===== config.mk =====
export PLATFORM = sky130hd
export DESIGN_NAME = multi_line_volume_fade_ramp_top_flat
export DESIGN_NICKNAME = d
export VERILOG_FILES = /design/src/rtl/core/ffr_pkg.sv /design/src/rtl/core/ffr_if.sv /design/src/rtl/core/multi_line_volume_fade_ramp_top.sv /design/src/rtl/core/ffr_front.sv /design/src/rtl/core/ffr_cmd_queue.sv /design/src/rtl/core/ffr_back.sv /design/src/flat_wrapper.sv
export VERILOG_INCLUDE_DIRS = /design/src /design/src/rtl/core
export SDC_FILE = /design/constraint.sdc
export NUM_CORES = 2
export LEC_CHECK = 0
export BUFFER_PORTS_ARGS = -buffer_cell sky130_fd_sc_hd__buf_4
export CAP_MARGIN = 20
export CORE_MARGIN = 2
export CORE_UTILIZATION = 70
export DETAILED_ROUTE_END_ITERATION = 7
export HOLD_SLACK_MARGIN = 0.02
export PLACE_DENSITY = 0.87
export SLEW_MARGIN = 20
export SYNTH_ARGS = -nofsm -noshare
export SYNTH_HDL_FRONTEND = slang
export SYNTH_SLANG_ARGS = --single-unit

===== constraint.sdc =====
create_clock -name clk -period 14 [get_ports clk]
set_clock_uncertainty 0.15 [all_clocks]
set_input_delay 1.4 -clock clk [delete_from_list [all_inputs] [get_ports clk]]
set_output_delay 1.4 -clock clk [all_outputs]
set_load 0.05 [all_outputs]

===== src/rtl/core/assert_macros.svh =====
`ifndef ASSERT_MACROS_SVH
`define ASSERT_MACROS_SVH

// Checks a property on every rising edge of clk, ignored while rst is high.
`define FFR_ASSERT(lbl, prop, msg) \
  lbl: assert property (@(posedge clk) disable iff (rst) (prop)) else $error(msg);

// Checks that post holds in the cycle after pre, ignored while rst is high.
`define FFR_ASSERT_NEXT(lbl, pre, post, msg) \
  lbl: assert property (@(posedge clk) disable iff (rst) (pre) |=> (post)) else $error(msg);

`endif


===== src/rtl/core/ffr_pkg.sv =====
package ffr_pkg;

  localparam int NUM_LINES = 5;

  localparam int FUNC_W   = 2;
  localparam int LINE_W   = 3;
  localparam int LEVEL_W  = 16;
  localparam int DUR_W    = 16;
  localparam int DELTA_W  = 16;
  localparam int FACTOR_W = 25;
  localparam int PROD_W   = FACTOR_W + DELTA_W;
  localparam int ACC_W    = PROD_W + 1;
  localparam int DCNT_W   = $clog2(FACTOR_W);
  localparam int IDX_W    = (NUM_LINES > 1) ? $clog2(NUM_LINES) : 1;

  localparam int QUEUE_DEPTH = 2;
  localparam int QPTR_W      = $clog2(QUEUE_DEPTH);
  localparam int QCNT_W      = $clog2(QUEUE_DEPTH + 1);

  localparam logic [FACTOR_W-1:0] UNITY_Q24 = FACTOR_W'(1) << (FACTOR_W - 1);
  localparam logic [LEVEL_W-1:0]  UNITY_Q15 = LEVEL_W'(1) << (LEVEL_W - 1);

  typedef logic [IDX_W-1:0] line_idx_t;

  typedef enum logic [FUNC_W-1:0] {
    FUNC_SET      = 2'd0,
    FUNC_FADE_IN  = 2'd1,
    FUNC_FADE_OUT = 2'd2,
    FUNC_TICK     = 2'd3
  } func_t;

  typedef enum logic [1:0] {
    MODE_IDLE = 2'd0,
    MODE_IN   = 2'd1,
    MODE_OUT  = 2'd2
  } mode_t;

  typedef enum logic [2:0] {
    B_FETCH,
    B_DIV,
    B_MUL,
    B_ACC,
    B_SCALE,
    B_SEND
  } back_state_t;

  // A classified command: level already saturated, duration already nonzero.
  typedef struct packed {
    func_t               func;
    logic [LINE_W-1:0]   line;
    logic [LEVEL_W-1:0]  level;
    logic [DUR_W-1:0]    duration;
    logic [DELTA_W-1:0]  delta;
  } cmd_t;

  typedef struct packed {
    logic valid;
    cmd_t cmd;
  } cmd_beat_t;

endpackage


===== src/rtl/core/ffr_if.sv =====
interface ffr_in_if;
  logic                         valid;
  logic                         ready;
  logic [ffr_pkg::FUNC_W-1:0]   func;
  logic [ffr_pkg::LINE_W-1:0]   line;
  logic [ffr_pkg::LEVEL_W-1:0]  level;
  logic [ffr_pkg::DUR_W-1:0]    duration;
  logic [ffr_pkg::DELTA_W-1:0]  delta;

  modport source (output valid, func, line, level, duration, delta, input ready);
  modport sink   (input valid, func, line, level, duration, delta, output ready);
endinterface

interface ffr_out_if;
  logic                         valid;
  logic                         ready;
  logic [ffr_pkg::LINE_W-1:0]   out_line;
  logic [ffr_pkg::LEVEL_W-1:0]  out_level;
  logic                         last;

  modport source (output valid, out_line, out_level, last, input ready);
  modport sink   (input valid, out_line, out_level, last, output ready);
endinterface


===== src/rtl/core/multi_line_volume_fade_ramp_top.sv =====
// Channel  Interface        Beat
// cmd      ffr_in_if sink   func, line, level, duration, delta
// res      ffr_out_if src   out_line, out_level, last
//
// A fade start runs the one-bit-per-cycle divider that forms the step from
// the duration.
// A tick during a fade does one multiply for the ramp update, then one
// multiply and one output beat per line.
// rst is synchronous; levels reset to unity, the factor to unity, no fade.
// A two-entry command queue keeps taking beats while results stall on res, until it is full.
module multi_line_volume_fade_ramp_top (
  input  logic       clk,
  input  logic       rst,
  ffr_in_if.sink     cmd,
  ffr_out_if.source  res
);

  ffr_pkg::cmd_beat_t  push;
  logic                push_ready;
  ffr_pkg::cmd_beat_t  head;
  logic                pop;

  ffr_front u_front (
    .cmd        (cmd),
    .push       (push),
    .push_ready (push_ready)
  );

  ffr_cmd_queue u_queue (
    .clk        (clk),
    .rst        (rst),
    .push       (push),
    .push_ready (push_ready),
    .head       (head),
    .pop        (pop)
  );

  ffr_back u_back (
    .clk  (clk),
    .rst  (rst),
    .head (head),
    .pop  (pop),
    .res  (res)
  );

endmodule


===== src/rtl/core/ffr_front.sv =====
module ffr_front (
  ffr_in_if.sink              cmd,
  output ffr_pkg::cmd_beat_t  push,
  input  logic                push_ready
);

  logic                         line_ok;
  logic                         keep;
  ffr_pkg::func_t               func;
  logic [ffr_pkg::LEVEL_W-1:0]  level_sat;
  logic [ffr_pkg::DUR_W-1:0]    dur_fix;

  always_comb begin
    func      = ffr_pkg::func_t'(cmd.func);
    line_ok   = 32'(cmd.line) < 32'(ffr_pkg::NUM_LINES);
    // A level write to a line that does not exist is dropped here.
    keep      = (func != ffr_pkg::FUNC_SET) || line_ok;
    level_sat = (cmd.level > ffr_pkg::UNITY_Q15) ? ffr_pkg::UNITY_Q15 : cmd.level;
    dur_fix   = (cmd.duration == '0) ? ffr_pkg::DUR_W'(1) : cmd.duration;
  end

  assign cmd.ready          = push_ready;
  assign push.valid         = cmd.valid && keep;
  assign push.cmd.func      = func;
  assign push.cmd.line      = cmd.line;
  assign push.cmd.level     = level_sat;
  assign push.cmd.duration  = dur_fix;
  assign push.cmd.delta     = cmd.delta;

endmodule


===== src/rtl/core/ffr_cmd_queue.sv =====
`include "assert_macros.svh"

module ffr_cmd_queue (
  input  logic                clk,
  input  logic                rst,
  input  ffr_pkg::cmd_beat_t  push,
  output logic                push_ready,
  output ffr_pkg::cmd_beat_t  head,
  input  logic                pop
);

  ffr_pkg::cmd_t               entries [ffr_pkg::QUEUE_DEPTH];
  logic [ffr_pkg::QPTR_W-1:0]  wr_ptr;
  logic [ffr_pkg::QPTR_W-1:0]  rd_ptr;
  logic [ffr_pkg::QCNT_W-1:0]  count;
  logic                        do_push;
  logic                        do_pop;

  assign push_ready = count != ffr_pkg::QCNT_W'(ffr_pkg::QUEUE_DEPTH);
  assign head.valid = count != '0;
  assign head.cmd   = entries[rd_ptr];
  assign do_push    = push.valid && push_ready;
  assign do_pop     = pop && head.valid;

  always_ff @(posedge clk) begin
    if (do_push) begin
      entries[wr_ptr] <= push.cmd;
    end
  end

  always_ff @(posedge clk) begin
    if (rst) begin
      wr_ptr <= '0;
      rd_ptr <= '0;
      count  <= '0;
    end else begin
      if (do_push) begin
        wr_ptr <= (32'(wr_ptr) == ffr_pkg::QUEUE_DEPTH - 1) ? '0 : wr_ptr + 1'b1;
      end
      if (do_pop) begin
        rd_ptr <= (32'(rd_ptr) == ffr_pkg::QUEUE_DEPTH - 1) ? '0 : rd_ptr + 1'b1;
      end
      if (do_push && !do_pop) begin
        count <= count + 1'b1;
      end else if (do_pop && !do_push) begin
        count <= count - 1'b1;
      end
    end
  end

  `FFR_ASSERT(a_count_bound, count <= ffr_pkg::QCNT_W'(ffr_pkg::QUEUE_DEPTH), "queue overfilled")
  `FFR_ASSERT_NEXT(a_push_counts, do_push && !do_pop, count == $past(count) + 1'b1, "push lost")

endmodule


===== src/rtl/core/ffr_back.sv =====
`include "assert_macros.svh"

module ffr_back (
  input  logic                clk,
  input  logic                rst,
  input  ffr_pkg::cmd_beat_t  head,
  output logic                pop,
  ffr_out_if.source           res
);

  ffr_pkg::back_state_t          state;
  ffr_pkg::back_state_t          state_next;
  ffr_pkg::mode_t                mode;
  ffr_pkg::cmd_t                 cur;

  logic [ffr_pkg::LEVEL_W-1:0]   levels [ffr_pkg::NUM_LINES];
  logic [ffr_pkg::FACTOR_W-1:0]  factor;
  logic [ffr_pkg::FACTOR_W-1:0]  step;
  logic [ffr_pkg::PROD_W-1:0]    prod;
  logic [ffr_pkg::DUR_W-1:0]     rem;
  logic [ffr_pkg::FACTOR_W-1:0]  quo;
  logic [ffr_pkg::DCNT_W-1:0]    bitcnt;
  ffr_pkg::line_idx_t            idx;

  logic                          res_valid;
  logic [ffr_pkg::LINE_W-1:0]    res_line;
  logic [ffr_pkg::LEVEL_W-1:0]   res_level;
  logic                          res_last;

  logic                          out_free;
  logic                          send;
  logic                          send_last;
  logic [ffr_pkg::DUR_W:0]       shifted;
  logic                          ge;
  logic [ffr_pkg::FACTOR_W-1:0]  quo_next;
  logic [ffr_pkg::ACC_W-1:0]     sum_up;
  logic                          clamp_in;
  logic                          ended_in;

  assign out_free  = !res_valid || res.ready;
  assign send_last = (cur.func == ffr_pkg::FUNC_SET) ||
                     (idx == ffr_pkg::line_idx_t'(ffr_pkg::NUM_LINES - 1));

  // One restoring division step per cycle; the dividend is unity, so only
  // its top bit is ever shifted in.
  always_comb begin
    shifted  = {rem, bitcnt == ffr_pkg::DCNT_W'(ffr_pkg::FACTOR_W - 1)};
    ge       = shifted >= {1'b0, cur.duration};
    quo_next = {quo[ffr_pkg::FACTOR_W-2:0], ge};
    sum_up   = {1'b0, prod} + ffr_pkg::ACC_W'(factor);
  end

  assign clamp_in = (state == ffr_pkg::B_ACC) && (mode == ffr_pkg::MODE_IN) &&
                    (sum_up >= ffr_pkg::ACC_W'(ffr_pkg::UNITY_Q24));
  assign ended_in = (mode == ffr_pkg::MODE_IDLE) && (factor == ffr_pkg::UNITY_Q24);

  always_comb begin
    state_next = state;
    pop        = 1'b0;
    send       = 1'b0;
    case (state)
      ffr_pkg::B_FETCH: begin
        if (head.valid) begin
          pop = 1'b1;
          case (head.cmd.func)
            ffr_pkg::FUNC_SET:      state_next = ffr_pkg::B_SCALE;
            ffr_pkg::FUNC_FADE_IN,
            ffr_pkg::FUNC_FADE_OUT: state_next = ffr_pkg::B_DIV;
            default: begin
              state_next = (mode == ffr_pkg::MODE_IDLE) ? ffr_pkg::B_FETCH : ffr_pkg::B_MUL;
            end
          endcase
        end
      end
      ffr_pkg::B_DIV: begin
        if (bitcnt == '0) begin
          state_next = ffr_pkg::B_FETCH;
        end
      end
      ffr_pkg::B_MUL:   state_next = ffr_pkg::B_ACC;
      ffr_pkg::B_ACC:   state_next = ffr_pkg::B_SCALE;
      ffr_pkg::B_SCALE: state_next = ffr_pkg::B_SEND;
      ffr_pkg::B_SEND: begin
        if (out_free) begin
          send       = 1'b1;
          state_next = send_last ? ffr_pkg::B_FETCH : ffr_pkg::B_SCALE;
        end
      end
      default: state_next = ffr_pkg::B_FETCH;
    endcase
  end

  always_ff @(posedge clk) begin
    if (rst) begin
      state <= ffr_pkg::B_FETCH;
    end else begin
      state <= state_next;
    end
  end

  always_ff @(posedge clk) begin
    if (rst) begin
      mode   <= ffr_pkg::MODE_IDLE;
      factor <= ffr_pkg::UNITY_Q24;
      step   <= ffr_pkg::UNITY_Q24;
      for (int i = 0; i < ffr_pkg::NUM_LINES; i++) begin
        levels[i] <= ffr_pkg::UNITY_Q15;
      end
    end else begin
      if (pop) begin
        case (head.cmd.func)
          ffr_pkg::FUNC_SET: begin
            levels[ffr_pkg::line_idx_t'(head.cmd.line)] <= head.cmd.level;
          end
          ffr_pkg::FUNC_FADE_IN: begin
            mode   <= ffr_pkg::MODE_IN;
            factor <= '0;
          end
          ffr_pkg::FUNC_FADE_OUT: begin
            mode   <= ffr_pkg::MODE_OUT;
            factor <= ffr_pkg::UNITY_Q24;
          end
          default: begin
          end
        endcase
      end
      if (state == ffr_pkg::B_DIV && bitcnt == '0) begin
        step <= quo_next;
      end
      if (state == ffr_pkg::B_ACC) begin
        if (mode == ffr_pkg::MODE_IN) begin
          if (sum_up >= ffr_pkg::ACC_W'(ffr_pkg::UNITY_Q24)) begin
            factor <= ffr_pkg::UNITY_Q24;
            mode   <= ffr_pkg::MODE_IDLE;
          end else begin
            factor <= sum_up[ffr_pkg::FACTOR_W-1:0];
          end
        end else begin
          if (prod >= ffr_pkg::PROD_W'(factor)) begin
            factor <= '0;
            mode   <= ffr_pkg::MODE_IDLE;
          end else begin
            factor <= factor - prod[ffr_pkg::FACTOR_W-1:0];
          end
        end
      end
    end
  end

  // Datapath registers that need no reset.
  always_ff @(posedge clk) begin
    if (pop) begin
      cur    <= head.cmd;
      idx    <= ffr_pkg::line_idx_t'(head.cmd.line);
      rem    <= '0;
      quo    <= '0;
      bitcnt <= ffr_pkg::DCNT_W'(ffr_pkg::FACTOR_W - 1);
    end
    case (state)
      ffr_pkg::B_DIV: begin
        rem    <= ge ? ffr_pkg::DUR_W'(shifted - {1'b0, cur.duration})
                     : shifted[ffr_pkg::DUR_W-1:0];
        quo    <= quo_next;
        bitcnt <= bitcnt - 1'b1;
      end
      ffr_pkg::B_MUL: begin
        prod <= ffr_pkg::PROD_W'(step) * ffr_pkg::PROD_W'(cur.delta);
      end
      ffr_pkg::B_ACC: begin
        idx <= '0;
      end
      ffr_pkg::B_SCALE: begin
        prod <= ffr_pkg::PROD_W'(levels[idx]) * ffr_pkg::PROD_W'(factor);
      end
      ffr_pkg::B_SEND: begin
        if (send && !send_last) begin
          idx <= idx + 1'b1;
        end
      end
      default: begin
      end
    endcase
  end

  always_ff @(posedge clk) begin
    if (send) begin
      res_line  <= ffr_pkg::LINE_W'(idx);
      res_level <= prod[ffr_pkg::LEVEL_W+ffr_pkg::FACTOR_W-2:ffr_pkg::FACTOR_W-1];
      res_last  <= send_last;
    end
  end

  always_ff @(posedge clk) begin
    if (rst) begin
      res_valid <= 1'b0;
    end else if (send) begin
      res_valid <= 1'b1;
    end else if (res.ready) begin
      res_valid <= 1'b0;
    end
  end

  assign res.valid     = res_valid;
  assign res.out_line  = res_line;
  assign res.out_level = res_level;
  assign res.last      = res_last;

  `FFR_ASSERT(a_factor_bound, factor <= ffr_pkg::UNITY_Q24, "fade factor above unity")
  `FFR_ASSERT(a_line_range, !res_valid || 32'(res_line) < 32'(ffr_pkg::NUM_LINES), "bad line")
  `FFR_ASSERT_NEXT(a_idle_after_clamp, clamp_in, ended_in, "fade in did not end at unity")

endmodule


===== src/flat_wrapper.sv =====
// flat-port wrapper written by rule: the top's interface ports become plain ports
module multi_line_volume_fade_ramp_top_flat 
  (clk, rst, cmd_valid, cmd_func, cmd_line, cmd_level, cmd_duration, cmd_delta, cmd_ready, res_valid, res_out_line, res_out_level, res_last, res_ready);
  ffr_in_if cmd_i ();
  ffr_out_if res_i ();
  input  logic clk;
  input  logic rst;
  input wire logic [$bits(cmd_i.valid)-1:0] cmd_valid;
  input wire logic [$bits(cmd_i.func)-1:0] cmd_func;
  input wire logic [$bits(cmd_i.line)-1:0] cmd_line;
  input wire logic [$bits(cmd_i.level)-1:0] cmd_level;
  input wire logic [$bits(cmd_i.duration)-1:0] cmd_duration;
  input wire logic [$bits(cmd_i.delta)-1:0] cmd_delta;
  output wire logic [$bits(cmd_i.ready)-1:0] cmd_ready;
  output wire logic [$bits(res_i.valid)-1:0] res_valid;
  output wire logic [$bits(res_i.out_line)-1:0] res_out_line;
  output wire logic [$bits(res_i.out_level)-1:0] res_out_level;
  output wire logic [$bits(res_i.last)-1:0] res_last;
  input wire logic [$bits(res_i.ready)-1:0] res_ready;
  assign cmd_i.valid = cmd_valid;
  assign cmd_i.func = cmd_func;
  assign cmd_i.line = cmd_line;
  assign cmd_i.level = cmd_level;
  assign cmd_i.duration = cmd_duration;
  assign cmd_i.delta = cmd_delta;
  assign cmd_ready = cmd_i.ready;
  assign res_valid = res_i.valid;
  assign res_out_line = res_i.out_line;
  assign res_out_level = res_i.out_level;
  assign res_last = res_i.last;
  assign res_i.ready = res_ready;
  multi_line_volume_fade_ramp_top u_core (.clk(clk), .rst(rst), .cmd(cmd_i), .res(res_i));
endmodule

==> flow_summary.json <==
{
  "syn_area_per_cell_um2": 9.70,
  "ctsRootBufferMaster": "clkbuf_16",
  "path_max_fanout": 37,
  "insertion_delay_ns": 0.63,
  "grt_pass1_vias": 39457,
  "max_stage_delay_ns": 0.59,
  "path_clk_slew_ns": 0.07,
  "ys_types": 92,
  "ys.warnings.count": 0,
  "reg2reg_depth": 25,
  "syn-cell-area_um2": 47400,
  "wirelength_um": 135000,
  "end_kind": "flip-flop",
  "fin_nets": 5847,
  "synth.mux.area_fraction": 0.0390,
  "path_buf_inv": 5,
  "via_per_inst": 6.42,
  "hold_viol_final": 0,
  "dr_total_vias": 36791,
  "r2r-end": "u_core.u_back.prod[39]",
  "power_w": 0.00582,
  "period_share": 0.625,
  "synth_ff_type": "edfxtp_1",
  "seq_area_frac_synth": 0.264,
  "synth-simple-area-share": 0.156,
  "cts_sinks": 438,
  "drc": 0,
  "track_usage": 0.395,
  "criticalPathCategory": "flip-flop to flip-flop",
  "grt_overflow": 0,
  "holdPathStages": 2,
  "gp_congestion": 1.01,
  "worst_pin_slew_ns": 1.18,
  "grt_first_pass_wirelength_um": 212000,
  "setup_viol": 0,
  "critPathLaunchType": "flip-flop",
  "rr_startpoint": "u_core.u_back.idx[0]",
  "die_h_um": 264,
  "synth-edff-count": 374,
  "relSlewSlack": 0.211,
  "io_pins": 79,
  "dr.pass1.iters": 8,
  "dieWidth_um": 264,
  "arrival_ns": 8.93,
  "cts.path.max_buffers": 3,
  "outcome": "complete, no violations",
  "yosys_register_bits": 438,
  "rsz0062_at_grt": "false",
  "min_from": "u_core.u_back.quo[17]",
  "cpLargestDelayFamily": "adder cells",
  "hp-class": "flip-flop to flip-flop",
  "area.growth.synth_to_final_pct": 5.78,
  "syn-num-nets": 5917,
  "drv_cap": 0,
  "layout-drive-gt1-share": 0.0720,
  "required_ns": 14.19,
  "tns_ns": 0,
  "synth_compound_area_frac": 0.0816,
  "fmax_mhz": 114,
  "rows": 95,
  "period_needed_ns": 8.75,
  "ir_drop_uv": 152,
  "power_density_nw_per_um2": 116,
  "cp_slowest_cell": "mux4_2",
  "fin_util": 0.747,
  "synth_adder_area_share": 0.357,
  "min_to": "u_core.u_back.step[18]",
  "crit_cells": 25,
  "cp_common_cell": "fa_1",
  "ff2ff_setup_slack_ns": 5.25,
  "synth-xor-area-share": 0.0177,
  "die_area_um2": 69900,
  "ant_nets": 0,
  "slew_viol_final": 0,
  "grt_start_max_net_pins": 56,
  "cts_buffers": 48,
  "port_buffers": 78,
  "start_util": 0.706,
  "p_leak_nw": 21.8,
  "antenna_found_initial": 2,
  "ctsHoldBuffers": 0,
  "coreArea_um2": 67200,
  "drt_iter0_drc": 3991,
  "post_cts_resized": 0,
  "routedWlPerCell_um": 23.5,
  "synth_cells": 4891,
  "hpwl_um": 96600,
  "htree_levels": 2,
  "synth_top_family_by_area": "adder cells",
  "async_flop_share": 0,
  "cts_tree": "built",
  "cts_setup_buffers": 0
}
==> routing by layer <==
metal  global-route usage  routed length (um)
met1                0.484               47500
met2                0.639               62800
met3               0.0913               15200
met4                0.242                9070
met5                    0                   0
==> report_power, final <==
group	switching, W	internal, W	total, W
Clock	0.000561	0.000702	0.00126
Sequential	0.000252	0.00173	0.00198
Combinational	0.00172	0.000846	0.00257
==> kinds of logic (layout without fill, tap and decap cells) <==
logic type               after synthesis  after routing
adder cells (fa/ha/maj)              969            969
buffers and inverters               1054           1022
flip-flops                           438            438
multiplexers                         138            138
other                                  0              1
AND/OR/NAND/NOR                     1612           1612
XOR/XNOR                              96             96
AO/OA/AOI/OAI                        584            584
==> how the worst max path moves through the flow <==
stage	start	endpoint	slack [ns]
floorplan	u_core.u_back.idx[0]	u_core.u_back.prod[28]	5.58
global placement	u_core.u_back.idx[0]	u_core.u_back.prod[39]	5.42
detailed placement	u_core.u_back.idx[0]	u_core.u_back.prod[39]	5.37
CTS	u_core.u_back.idx[0]	u_core.u_back.prod[39]	5.25
global route	u_core.u_back.idx[0]	u_core.u_back.prod[39]	4.75
finish	u_core.u_back.idx[0]	u_core.u_back.prod[39]	5.25
==> cell type report <==
type                            count  area (um2)
Multi-Input combinational cell   3399       31000
Inverter                          804        3020
Clock buffer                       60        1260
Tap cell                          873        1090
Antenna cell                        1        2.50
Sequential cell                   438       12500
Fill cell                        4325       17000
Clock inverter                     28         297
Timing Repair Buffer              130        1010
==> registers in the layout, summed over array words and instances (netlist names), 16 cells and up, named ones only <==
register	flops
u_core.u_back.step	25
u_core.u_back.res.out_level	16
u_core.u_queue.entries	106
u_core.u_back.quo	24
u_core.u_back.prod	41
u_core.u_back.levels	128
u_core.u_back.rem	16
u_core.u_back.cur	34
u_core.u_back.factor	25
==> tightest hold or removal path, delay by kind of cell, from the launching register on <==
family,cells,cell delay (ns)
and+or+nand+nor,1,0.05
AOI/OAI and AO/OA,1,0.11
DFF,1,0.34
==> Yosys cell counts, types with 29 or more instances <==
library cell | instances | area [um2]
inv_1 | 802 | 3010
nand2_1 | 715 | 2680
fa_1 | 643 | 12900
edfxtp_1 | 374 | 11200
nor2_1 | 336 | 1260
ha_1 | 326 | 4080
clkbuf_1 | 223 | 837
and2_1 | 208 | 1300
a21oi_1 | 175 | 876
o21ai_0 | 112 | 561
dfxtp_1 | 64 | 1280
nand3_1 | 61 | 305
xnor2_1 | 56 | 490
mux2_2 | 55 | 619
nor2b_1 | 55 | 344
a21o_1 | 52 | 390
mux2i_1 | 51 | 510
nor3_1 | 51 | 255
and3_1 | 42 | 263
xor2_1 | 40 | 350
mux4_2 | 32 | 721
nand4_1 | 29 | 181
==> placed cells by master, fill, tap and decap left out, types with 9 or more instances in the layout <==
cell	count
nand2_1	714
clkbuf_1	11
o21bai_1	19
fa_1	643
clkbuf_16	48
clkinv_2	9
mux4_2	32
a211oi_1	25
inv_1	802
nor3_1	49
edfxtp_1	374
dfxtp_1	62
buf_4	127
and2_1	207
o21a_1	20
nor2_1	333
a311oi_1	9
and3_1	42
o21ai_0	112
o211ai_1	14
mux2_2	55
mux2i_1	51
clkinv_1	11
xnor2_1	56
o21ai_2	10
nor4_1	20
a31oi_1	18
o31ai_1	21
nor2b_1	52
xor2_1	40
a211o_1	11
or3_1	16
nand4_1	29
a21o_1	52
a21oi_1	175
ha_1	326
nand2b_1	25
nand3_1	61
or2_2	19
==> per-stage QoR <==
step,setup slack [ns],area (um2),hold WS [ns],cells
2_1_floorplan,5.58,47400,0.256,4891
3_3_place_gp,5.42,48500,0.338,5641
3_5_place_dp,5.37,48600,0.366,5641
4_1_cts,5.25,50100,0.386,5729
5_1_grt,4.75,50200,0.409,5732
6_report,5.25,50200,0.387,5733
Power figures use the tool's default switching activity.
